<file path="src/rtl/core/spn_pkg.sv">
// spn_pkg: shared types, opcode and segment codes, saturating arithmetic
// for the SVG path command normalizer. No dependencies.
package spn_pkg;

    localparam int COORD_BITS = 32;
    localparam int OUTQ_DEPTH = 4;
    localparam int OUTQ_AW    = $clog2(OUTQ_DEPTH);

    typedef logic signed [COORD_BITS-1:0] coord_t;
    typedef logic [3:0] op_t;
    typedef logic [2:0] kind_t;

    localparam coord_t COORD_MAX = {1'b0, {(COORD_BITS-1){1'b1}}};
    localparam coord_t COORD_MIN = {1'b1, {(COORD_BITS-1){1'b0}}};

    // Command codes; OP_NONE doubles as the "repeat" code on the input
    localparam op_t OP_NONE  = 4'd0;
    localparam op_t OP_M     = 4'd1;
    localparam op_t OP_L     = 4'd2;
    localparam op_t OP_H     = 4'd3;
    localparam op_t OP_V     = 4'd4;
    localparam op_t OP_C     = 4'd5;
    localparam op_t OP_S     = 4'd6;
    localparam op_t OP_Q     = 4'd7;
    localparam op_t OP_T     = 4'd8;
    localparam op_t OP_Z     = 4'd9;
    localparam op_t OP_TILDE = 4'd10;

    localparam kind_t KIND_MOVE  = 3'd0;
    localparam kind_t KIND_LINE  = 3'd1;
    localparam kind_t KIND_QUAD  = 3'd2;
    localparam kind_t KIND_CUBIC = 3'd3;
    localparam kind_t KIND_CLOSE = 3'd4;

    typedef struct packed {
        op_t    command;
        logic   is_relative;
        coord_t ax;
        coord_t ay;
        coord_t bx;
        coord_t by;
        coord_t cx;
        coord_t cy;
    } cmd_word_t;

    typedef struct packed {
        kind_t  segment_kind;
        coord_t p1x;
        coord_t p1y;
        coord_t p2x;
        coord_t p2y;
        coord_t p3x;
        coord_t p3y;
        logic   error_flag;
        logic   last_of_run;
    } seg_word_t;

    typedef struct packed {
        logic push;
        logic pair;
    } push_ctl_t;

    function automatic coord_t sat_add(coord_t a, coord_t b);
        logic signed [COORD_BITS:0] s;
        s = {a[COORD_BITS-1], a} + {b[COORD_BITS-1], b};
        if (s[COORD_BITS] != s[COORD_BITS-1])
            return s[COORD_BITS] ? COORD_MIN : COORD_MAX;
        return s[COORD_BITS-1:0];
    endfunction

    function automatic coord_t sat_sub(coord_t a, coord_t b);
        logic signed [COORD_BITS:0] s;
        s = {a[COORD_BITS-1], a} - {b[COORD_BITS-1], b};
        if (s[COORD_BITS] != s[COORD_BITS-1])
            return s[COORD_BITS] ? COORD_MIN : COORD_MAX;
        return s[COORD_BITS-1:0];
    endfunction

endpackage

</file>
<file path="src/rtl/core/spn_if.sv">
// spn_if: valid/ready channel interfaces for command words and segment words.
// Depends on spn_pkg.
interface spn_cmd_if;
    import spn_pkg::*;
    logic      valid;
    logic      ready;
    cmd_word_t data;
    modport source (output valid, output data, input ready);
    modport sink   (input valid, input data, output ready);
endinterface

interface spn_seg_if;
    import spn_pkg::*;
    logic      valid;
    logic      ready;
    seg_word_t data;
    modport source (output valid, output data, input ready);
    modport sink   (input valid, input data, output ready);
endinterface

</file>
<file path="src/rtl/core/spn_core.sv">
// spn_core: input register, path state and the single-pass command decode.
// Depends on spn_pkg and spn_if.
module spn_core (
    input  logic                clk,
    input  logic                rst_n,
    spn_cmd_if.sink             cmd,
    input  logic                room,
    output spn_pkg::push_ctl_t  push_ctl,
    output spn_pkg::seg_word_t  res0,
    output spn_pkg::seg_word_t  res1
);
    import spn_pkg::*;

    logic      in_valid_reg, in_valid_next;
    cmd_word_t in_word_reg;
    logic      fire;

    coord_t cur_x_reg, cur_y_reg, start_x_reg, start_y_reg, ctl_x_reg, ctl_y_reg;
    coord_t cur_x_next, cur_y_next, start_x_next, start_y_next, ctl_x_next, ctl_y_next;
    op_t    active_op_reg, active_op_next, prior_op_reg, prior_op_next;
    logic   rel_mode_reg, rel_mode_next;

    op_t    op;
    logic   rel, err, offs, pair;
    coord_t vax, vay, vbx, vby, vcx, vcy;
    coord_t rx, ry, hx, vy, tx, ty;

    assign fire      = in_valid_reg && room;
    assign cmd.ready = !in_valid_reg || room;

    always_comb
    begin
        if (cmd.valid && cmd.ready)
            in_valid_next = 1'b1;
        else if (fire)
            in_valid_next = 1'b0;
        else
            in_valid_next = in_valid_reg;
    end

    always_comb
    begin
        if (in_word_reg.command == OP_NONE)
        begin
            op  = active_op_reg;
            rel = rel_mode_reg;
        end
        else
        begin
            op  = in_word_reg.command;
            rel = in_word_reg.is_relative;
        end
        err  = (op == OP_NONE) || (op > OP_TILDE);
        offs = rel && (op != OP_TILDE) && (op != OP_H) && (op != OP_V);

        vax = offs ? sat_add(in_word_reg.ax, cur_x_reg) : in_word_reg.ax;
        vay = offs ? sat_add(in_word_reg.ay, cur_y_reg) : in_word_reg.ay;
        vbx = offs ? sat_add(in_word_reg.bx, cur_x_reg) : in_word_reg.bx;
        vby = offs ? sat_add(in_word_reg.by, cur_y_reg) : in_word_reg.by;
        vcx = offs ? sat_add(in_word_reg.cx, cur_x_reg) : in_word_reg.cx;
        vcy = offs ? sat_add(in_word_reg.cy, cur_y_reg) : in_word_reg.cy;

        // reflected control point for smooth curves
        rx = sat_add(cur_x_reg, sat_sub(cur_x_reg, ctl_x_reg));
        ry = sat_add(cur_y_reg, sat_sub(cur_y_reg, ctl_y_reg));
        hx = rel ? sat_add(cur_x_reg, in_word_reg.ax) : in_word_reg.ax;
        vy = rel ? sat_add(cur_y_reg, in_word_reg.ax) : in_word_reg.ax;
        tx = cur_x_reg;
        ty = cur_y_reg;

        res0 = '0;
        res0.last_of_run = 1'b1;
        res1 = '0;
        res1.last_of_run = 1'b1;
        pair = 1'b0;

        cur_x_next     = cur_x_reg;
        cur_y_next     = cur_y_reg;
        start_x_next   = start_x_reg;
        start_y_next   = start_y_reg;
        ctl_x_next     = ctl_x_reg;
        ctl_y_next     = ctl_y_reg;
        active_op_next = active_op_reg;
        prior_op_next  = prior_op_reg;
        rel_mode_next  = rel_mode_reg;

        if (err)
        begin
            res0.segment_kind = KIND_MOVE;
            res0.error_flag   = 1'b1;
        end
        else
        begin
            unique case (op)
                OP_M:
                begin
                    res0.segment_kind = KIND_MOVE;
                    res0.p1x = vax;
                    res0.p1y = vay;
                    cur_x_next   = vax;
                    cur_y_next   = vay;
                    start_x_next = vax;
                    start_y_next = vay;
                end
                OP_L:
                begin
                    res0.segment_kind = KIND_LINE;
                    res0.p1x = vax;
                    res0.p1y = vay;
                    cur_x_next = vax;
                    cur_y_next = vay;
                end
                OP_H:
                begin
                    res0.segment_kind = KIND_LINE;
                    res0.p1x = hx;
                    res0.p1y = cur_y_reg;
                    cur_x_next = hx;
                end
                OP_V:
                begin
                    res0.segment_kind = KIND_LINE;
                    res0.p1x = cur_x_reg;
                    res0.p1y = vy;
                    cur_y_next = vy;
                end
                OP_C:
                begin
                    res0.segment_kind = KIND_CUBIC;
                    res0.p1x = vax;
                    res0.p1y = vay;
                    res0.p2x = vbx;
                    res0.p2y = vby;
                    res0.p3x = vcx;
                    res0.p3y = vcy;
                    ctl_x_next = vbx;
                    ctl_y_next = vby;
                    cur_x_next = vcx;
                    cur_y_next = vcy;
                end
                OP_S:
                begin
                    if (prior_op_reg == OP_C || prior_op_reg == OP_S)
                    begin
                        tx = rx;
                        ty = ry;
                    end
                    res0.segment_kind = KIND_CUBIC;
                    res0.p1x = tx;
                    res0.p1y = ty;
                    res0.p2x = vax;
                    res0.p2y = vay;
                    res0.p3x = vbx;
                    res0.p3y = vby;
                    ctl_x_next = vax;
                    ctl_y_next = vay;
                    cur_x_next = vbx;
                    cur_y_next = vby;
                end
                OP_Q:
                begin
                    res0.segment_kind = KIND_QUAD;
                    res0.p1x = vax;
                    res0.p1y = vay;
                    res0.p2x = vbx;
                    res0.p2y = vby;
                    ctl_x_next = vax;
                    ctl_y_next = vay;
                    cur_x_next = vbx;
                    cur_y_next = vby;
                end
                OP_T:
                begin
                    if (prior_op_reg == OP_Q || prior_op_reg == OP_T)
                    begin
                        tx = rx;
                        ty = ry;
                    end
                    res0.segment_kind = KIND_QUAD;
                    res0.p1x = tx;
                    res0.p1y = ty;
                    res0.p2x = vax;
                    res0.p2y = vay;
                    ctl_x_next = tx;
                    ctl_y_next = ty;
                    cur_x_next = vax;
                    cur_y_next = vay;
                end
                OP_Z:
                begin
                    res0.segment_kind = KIND_CLOSE;
                    res0.p1x = start_x_reg;
                    res0.p1y = start_y_reg;
                    cur_x_next = start_x_reg;
                    cur_y_next = start_y_reg;
                end
                OP_TILDE:
                begin
                    // move then line, both absolute; geometry state untouched
                    res0.segment_kind = KIND_MOVE;
                    res0.p1x = in_word_reg.ax;
                    res0.p1y = in_word_reg.ay;
                    res0.last_of_run = 1'b0;
                    res1.segment_kind = KIND_LINE;
                    res1.p1x = in_word_reg.bx;
                    res1.p1y = in_word_reg.by;
                    pair = 1'b1;
                end
                default:
                begin
                    pair = 1'b0;
                end
            endcase

            rel_mode_next = rel;
            if (op == OP_M)
                active_op_next = OP_L;
            else if (op == OP_Z)
                active_op_next = OP_NONE;
            else
                active_op_next = op;
            prior_op_next = (op == OP_Z) ? OP_NONE : op;
        end
    end

    assign push_ctl.push = fire;
    assign push_ctl.pair = pair;

    always_ff @(posedge clk or negedge rst_n)
    begin
        if (!rst_n)
        begin
            in_valid_reg  <= 1'b0;
            cur_x_reg     <= '0;
            cur_y_reg     <= '0;
            start_x_reg   <= '0;
            start_y_reg   <= '0;
            ctl_x_reg     <= '0;
            ctl_y_reg     <= '0;
            active_op_reg <= OP_NONE;
            prior_op_reg  <= OP_NONE;
            rel_mode_reg  <= 1'b0;
        end
        else
        begin
            in_valid_reg <= in_valid_next;
            if (fire)
            begin
                cur_x_reg     <= cur_x_next;
                cur_y_reg     <= cur_y_next;
                start_x_reg   <= start_x_next;
                start_y_reg   <= start_y_next;
                ctl_x_reg     <= ctl_x_next;
                ctl_y_reg     <= ctl_y_next;
                active_op_reg <= active_op_next;
                prior_op_reg  <= prior_op_next;
                rel_mode_reg  <= rel_mode_next;
            end
        end
    end

    always_ff @(posedge clk)
    begin
        if (cmd.valid && cmd.ready)
            in_word_reg <= cmd.data;
    end

    a_err_keeps_state: assert property (@(posedge clk) disable iff (!rst_n)
        fire && err |=> $stable(cur_x_reg) && $stable(active_op_reg)
                        && $stable(prior_op_reg) && $stable(rel_mode_reg))
        else $error("error word changed path state");

    a_tilde_pair: assert property (@(posedge clk) disable iff (!rst_n)
        fire && !err && op == OP_TILDE |-> push_ctl.pair && !res0.last_of_run)
        else $error("tilde word did not produce a move/line pair");

    a_held_word: assert property (@(posedge clk) disable iff (!rst_n)
        in_valid_reg && !room |=> in_valid_reg && $stable(in_word_reg))
        else $error("stalled input word lost or changed");

endmodule

</file>
<file path="src/rtl/core/spn_outq.sv">
// spn_outq: small result queue taking one or two segment words per cycle.
// Depends on spn_pkg and spn_if.
module spn_outq (
    input  logic                clk,
    input  logic                rst_n,
    input  spn_pkg::push_ctl_t  push_ctl,
    input  spn_pkg::seg_word_t  wr0,
    input  spn_pkg::seg_word_t  wr1,
    output logic                room,
    spn_seg_if.source           seg
);
    import spn_pkg::*;

    seg_word_t              mem_reg [OUTQ_DEPTH];
    logic [OUTQ_AW-1:0]     wr_ptr_reg, wr_ptr_next, rd_ptr_reg, rd_ptr_next;
    logic [OUTQ_AW:0]       count_reg, count_next;
    logic                   pop;
    logic [OUTQ_AW-1:0]     wr_ptr_plus1;

    // room for a full pair, from registered count only
    assign room      = count_reg <= (OUTQ_AW+1)'(OUTQ_DEPTH - 2);
    assign seg.valid = count_reg != '0;
    assign seg.data  = mem_reg[rd_ptr_reg];
    assign pop       = seg.valid && seg.ready;
    assign wr_ptr_plus1 = wr_ptr_reg + 1'b1;

    always_comb
    begin
        wr_ptr_next = wr_ptr_reg;
        if (push_ctl.push)
            wr_ptr_next = push_ctl.pair ? wr_ptr_reg + (OUTQ_AW)'(2) : wr_ptr_plus1;
        rd_ptr_next = pop ? rd_ptr_reg + 1'b1 : rd_ptr_reg;
        count_next  = count_reg
                    + (OUTQ_AW+1)'(push_ctl.push)
                    + (OUTQ_AW+1)'(push_ctl.push && push_ctl.pair)
                    - (OUTQ_AW+1)'(pop);
    end

    always_ff @(posedge clk or negedge rst_n)
    begin
        if (!rst_n)
        begin
            wr_ptr_reg <= '0;
            rd_ptr_reg <= '0;
            count_reg  <= '0;
        end
        else
        begin
            wr_ptr_reg <= wr_ptr_next;
            rd_ptr_reg <= rd_ptr_next;
            count_reg  <= count_next;
        end
    end

    always_ff @(posedge clk)
    begin
        if (push_ctl.push)
        begin
            mem_reg[wr_ptr_reg] <= wr0;
            if (push_ctl.pair)
                mem_reg[wr_ptr_plus1] <= wr1;
        end
    end

    a_no_overflow: assert property (@(posedge clk) disable iff (!rst_n)
        count_reg <= (OUTQ_AW+1)'(OUTQ_DEPTH))
        else $error("result queue overflow");

    a_push_visible: assert property (@(posedge clk) disable iff (!rst_n)
        push_ctl.push |=> count_reg != '0)
        else $error("pushed word not visible");

    a_push_has_room: assert property (@(posedge clk) disable iff (!rst_n)
        push_ctl.push |-> room)
        else $error("push without room");

endmodule

</file>
<file path="src/rtl/core/svg_path_command_normalizer_top.sv">
// svg_path_command_normalizer_top: SVG path command to absolute segment unit.
// Depends on spn_pkg, spn_if, spn_core, spn_outq.
//
//  Channel | Dir | Payload     | Meaning
//  --------+-----+-------------+----------------------------------------------
//  cmd     | in  | cmd_word_t  | tokenized path command with up to 3 points
//  seg     | out | seg_word_t  | absolute move/line/quad/cubic/close segment
//
// One command word per cycle while the queue has room: the word lands in an
// input register, is decoded against the path state in one pass and its
// segments enter a 4-deep queue. A tilde word yields two segment words,
// both written into the queue together. The first segment word passes the
// input register and then the queue, which makes it valid on seg.
// rst_n clears the path state to origin, no active or prior command.
// Output stalls back up into the queue; cmd.ready drops once fewer than two
// queue slots are free and an input word is held.
module svg_path_command_normalizer_top (
    input  logic      clk,
    input  logic      rst_n,
    spn_cmd_if.sink   cmd,
    spn_seg_if.source seg
);
    import spn_pkg::*;

    push_ctl_t push_ctl;
    seg_word_t res0;
    seg_word_t res1;
    logic      room;

    // decode stage: holds the current point, subpath start, control point
    spn_core u_core (
        .clk      (clk),
        .rst_n    (rst_n),
        .cmd      (cmd),
        .room     (room),
        .push_ctl (push_ctl),
        .res0     (res0),
        .res1     (res1)
    );

    // result queue: decouples the sink from the decode stage
    spn_outq u_outq (
        .clk      (clk),
        .rst_n    (rst_n),
        .push_ctl (push_ctl),
        .wr0      (res0),
        .wr1      (res1),
        .room     (room),
        .seg      (seg)
    );

endmodule

</file>
<file path="src/flat_wrapper.sv">
// flat-port wrapper written by rule: the top's interface ports become plain ports
module svg_path_command_normalizer_top_flat import spn_pkg::*;
  (clk, rst_n, cmd_valid, cmd_data, cmd_ready, seg_valid, seg_data, seg_ready);
  spn_cmd_if cmd_i ();
  spn_seg_if seg_i ();
  input  logic clk;
  input  logic rst_n;
  input wire logic [$bits(cmd_i.valid)-1:0] cmd_valid;
  input wire logic [$bits(cmd_i.data)-1:0] cmd_data;
  output wire logic [$bits(cmd_i.ready)-1:0] cmd_ready;
  output wire logic [$bits(seg_i.valid)-1:0] seg_valid;
  output wire logic [$bits(seg_i.data)-1:0] seg_data;
  input wire logic [$bits(seg_i.ready)-1:0] seg_ready;
  assign cmd_i.valid = cmd_valid;
  assign cmd_i.data = cmd_data;
  assign cmd_ready = cmd_i.ready;
  assign seg_valid = seg_i.valid;
  assign seg_data = seg_i.data;
  assign seg_i.ready = seg_ready;
  svg_path_command_normalizer_top u_core (.clk(clk), .rst_n(rst_n), .cmd(cmd_i), .seg(seg_i));
endmodule
</file>
<file path="config.mk">
export PLATFORM = sky130hd
export DESIGN_NAME = svg_path_command_normalizer_top_flat
export DESIGN_NICKNAME = d
export VERILOG_FILES = /design/src/rtl/core/spn_pkg.sv /design/src/rtl/core/spn_if.sv /design/src/rtl/core/spn_core.sv /design/src/rtl/core/spn_outq.sv /design/src/rtl/core/svg_path_command_normalizer_top.sv /design/src/flat_wrapper.sv
export SDC_FILE = /design/constraint.sdc
export NUM_CORES = 2
export LEC_CHECK = 0
export BUFFER_PORTS_ARGS = -buffer_cell sky130_fd_sc_hd__buf_2
export CORE_ASPECT_RATIO = 1.1
export CORE_MARGIN = 10
export CORE_UTILIZATION = 25
export CTS_CLUSTER_DIAMETER = 150
export DETAILED_ROUTE_END_ITERATION = 8
export GPL_TIMING_DRIVEN = 0
export PLACE_DENSITY = 0.39
export SETUP_SLACK_MARGIN = 0.1
export SYNTH_ARGS = -nofsm -noshare
export SYNTH_HDL_FRONTEND = slang
export SYNTH_SLANG_ARGS = --single-unit
export TNS_END_PERCENT = 10
</file>
<file path="constraint.sdc">
create_clock -name clk -period 12.4 [get_ports clk]
set_input_delay 1.86 -clock clk [delete_from_list [all_inputs] [get_ports clk]]
set_output_delay 1.86 -clock clk [all_outputs]
set_load 0.02 [all_outputs]
</file>
==> metrics.cfg <==
[run_status]
outcome = complete, but fails checks
violations = capacitance limit, slew limit

[worst_hold_path]
whs_path_depth = 2
min-delay-start = u_core.u_outq.mem_reg[1][196]
min_to = u_core.u_outq.mem_reg[1][196]
holdCritPathClass = reg2reg

[sta]
fin_skew_ns = 0.0784
rsz0062_at_grt = false
finalHoldViolCount = 0
setup_ws_ns = 1.37
period_share = 0.889
slew_violations = 401
tightest_slew_ns = 1.80
fin_crit_ns = 11.03
setup_viol = 0
fmax_mhz = 90.7
relSlewSlack = -0.202
setup-tns-final_ns = 0

[worst_setup_path]
reg2reg_depth = 30
slowest_delay_ns = 1.08
cp.arrival_ns = 11.77
worstSetupStartpointType = register
crit_type = reg2reg
worst_setup_path_end_kind = register
timing.rr.start = u_core.u_core.cur_y_reg[0]
crit_start = u_core.u_core.cur_y_reg[0]
r2r_end = u_core.u_outq.mem_reg[2][156]
cpMaxStageDelayCell = o31ai_1
r2r_setup_slack_ns = 1.37
crit_fanout = 10
worstPathRequired_ns = 13.15

[logic_synthesis]
synth_area_leaders = edfxtp_1, dfxtp_1, a21oi_1
synth-main-ff-cell = dfxtp_1
yosysWarningCount = 0
syn_inst = 8591
synth_cell_types = 105
syn-mean-instance-area_um2 = 8.98
synth_top_area_share = 0.178
synthArstFlopShare = 0.174
seq_area_frac_synth = 0.382
synth_area_um2 = 77100
synth_fp_nets = 9164
synth_edf_count = 457
synth.top_cells.by_count = a21oi_1, o21ai_0, nand2_1, nor2_1, dfxtp_1
post-synth-top-count-cell = a21oi_1
yosysTopAreaCell = edfxtp_1
synth-seq-cells = 1193

[clocking]
hold_buffers = 0
cts_sinks = 1193
clk_pin_slew_ns = 0.06
clk_latency_ns = 0.89
postCtsSetupBuffers = 0
cts_buffer_depth = 4
cts_buffers = 155
cts_tree = done
clockRootBuffer = clkbuf_16
htreeDepth = 4
cts-resized-gates = 0

[layout]
largest_reg_flops = 788
fin_cells = 13473
drive_gt1_frac = 0.126
area_growth_pct = 17.7
final_nets = 9795

[grt]
grt_overflow = 0
grt.total_usage = 0.343
grt_max_degree = 81
grt_pass1_wl_mm = 770
grt_pass1_vias = 79466
antenna_found_initial = 96

[drt]
drc_errors = 0
wirelength_mm = 597
dr.pass1.iters = 9
ant_nets = 0
drtIter0Drc = 12300
dr_total_vias = 83812
viasPerCell = 6.22
wl_per_cell_um = 44.3

[placement]
hpwl_mm = 465
dp_cells = 13140
globalplace.congestion = 1.05
dp_worst_setup_slack_ns = 1.64
place.port_buffers = 399

[floorplan]
rows = 213
ios = 400
die_h_um = 603
initial_utilization = 0.251
core-area_um2 = 307000
die_area_um2 = 331000
die_w_um = 550

[run]
drv_cap = 50

[how the worst max path moves through the flow]
stage                     depth (start not counted)  slack (ns)                             to
after floorplan                                   1        5.49   u_core.u_core.in_word_reg[0]
final                                            30        1.37  u_core.u_outq.mem_reg[2][156]
after global routing                             30        0.81  u_core.u_outq.mem_reg[1][153]
after CTS                                        30        1.63  u_core.u_outq.mem_reg[2][156]
after global placement                           29        0.84  u_core.u_outq.mem_reg[1][138]
after detailed placement                         30        1.64  u_core.u_outq.mem_reg[2][156]
[critical path: cells and delay by family (launching register included)]
kind / cells / cell delay (ns)
AO/OA/AOI/OAI: 18 / 7.10
flip-flops: 1 / 1.03
adder cells (fa/ha/maj): 4 / 1.05
AND/OR/NAND/NOR: 4 / 0.57
buffers and inverters: 4 / 1.09
[layout make-up]
| cell class | instances | area (µm²) |
|---|---|---|
| buffer | 609 | 2400 |
| inverter | 184 | 691 |
| multi-input combinational | 6605 | 44900 |
| timing repair buffer | 474 | 3050 |
| clock buffer | 218 | 4400 |
| clock inverter | 59 | 622 |
| tap | 4085 | 5110 |
| antenna | 46 | 115 |
| fill | 32629 | 216000 |
| sequential | 1193 | 29500 |
[stage by stage]
step,instance area (µm²),hold WS (ns),util
3_5_place_dp,85500,0.448,0.279
5_1_grt,90700,0.485,0.296
4_1_cts,90500,0.456,0.295
2_1_floorplan,77100,0.433,-
6_report,90800,0.457,0.296
3_3_place_gp,84200,0.442,0.275
[cell families after synthesis]
kind of cell             count (synthesis)  synth area share
AND/OR/NAND/NOR                       1939             0.112
multiplexers                           261            0.0665
adder cells (fa/ha/maj)                415            0.0672
buffers and inverters                  793            0.0394
flip-flops                            1193             0.382
AO/OA/AOI/OAI                         3689             0.299
XOR/XNOR                               301            0.0342
[placed cells by master, fill, tap and decap left out, drive strengths merged, types with 51 or more instances in the layout]
cell    synthesis  final
a211oi        139    139
a21o          152    152
a21oi        1119   1119
a221o          56     56
a221oi         86     86
a222oi         63     63
a22o          125    125
a22oi          88     88
a31oi          79     79
and2           51     51
buf           116    585
clkbuf        493    715
dfrtp         208    208
dfxtp         528    528
edfxtp        457    457
ha            359    359
inv           184    196
mux4          197    197
nand2         760    760
nand3         112    112
nand4          59     59
nor2          614    614
nor3          106    106
o211ai         65     65
o21a           86     86
o21ai        1138   1138
o221ai         56     56
xnor2         176    176
xor2          125    125
[metal layers]
metal  global-route usage  wire, µm  up-vias
met4                0.263     56600       20
li1                     -         -    34135
met2                0.504    250000     5541
met3               0.0967     56600     1543
met1                0.422    234000    42573
met5                    0       149        -
Power is left out: the tool's default activity adds up to more than one toggle a clock period on the data nets, which glitch-free logic cannot reach.
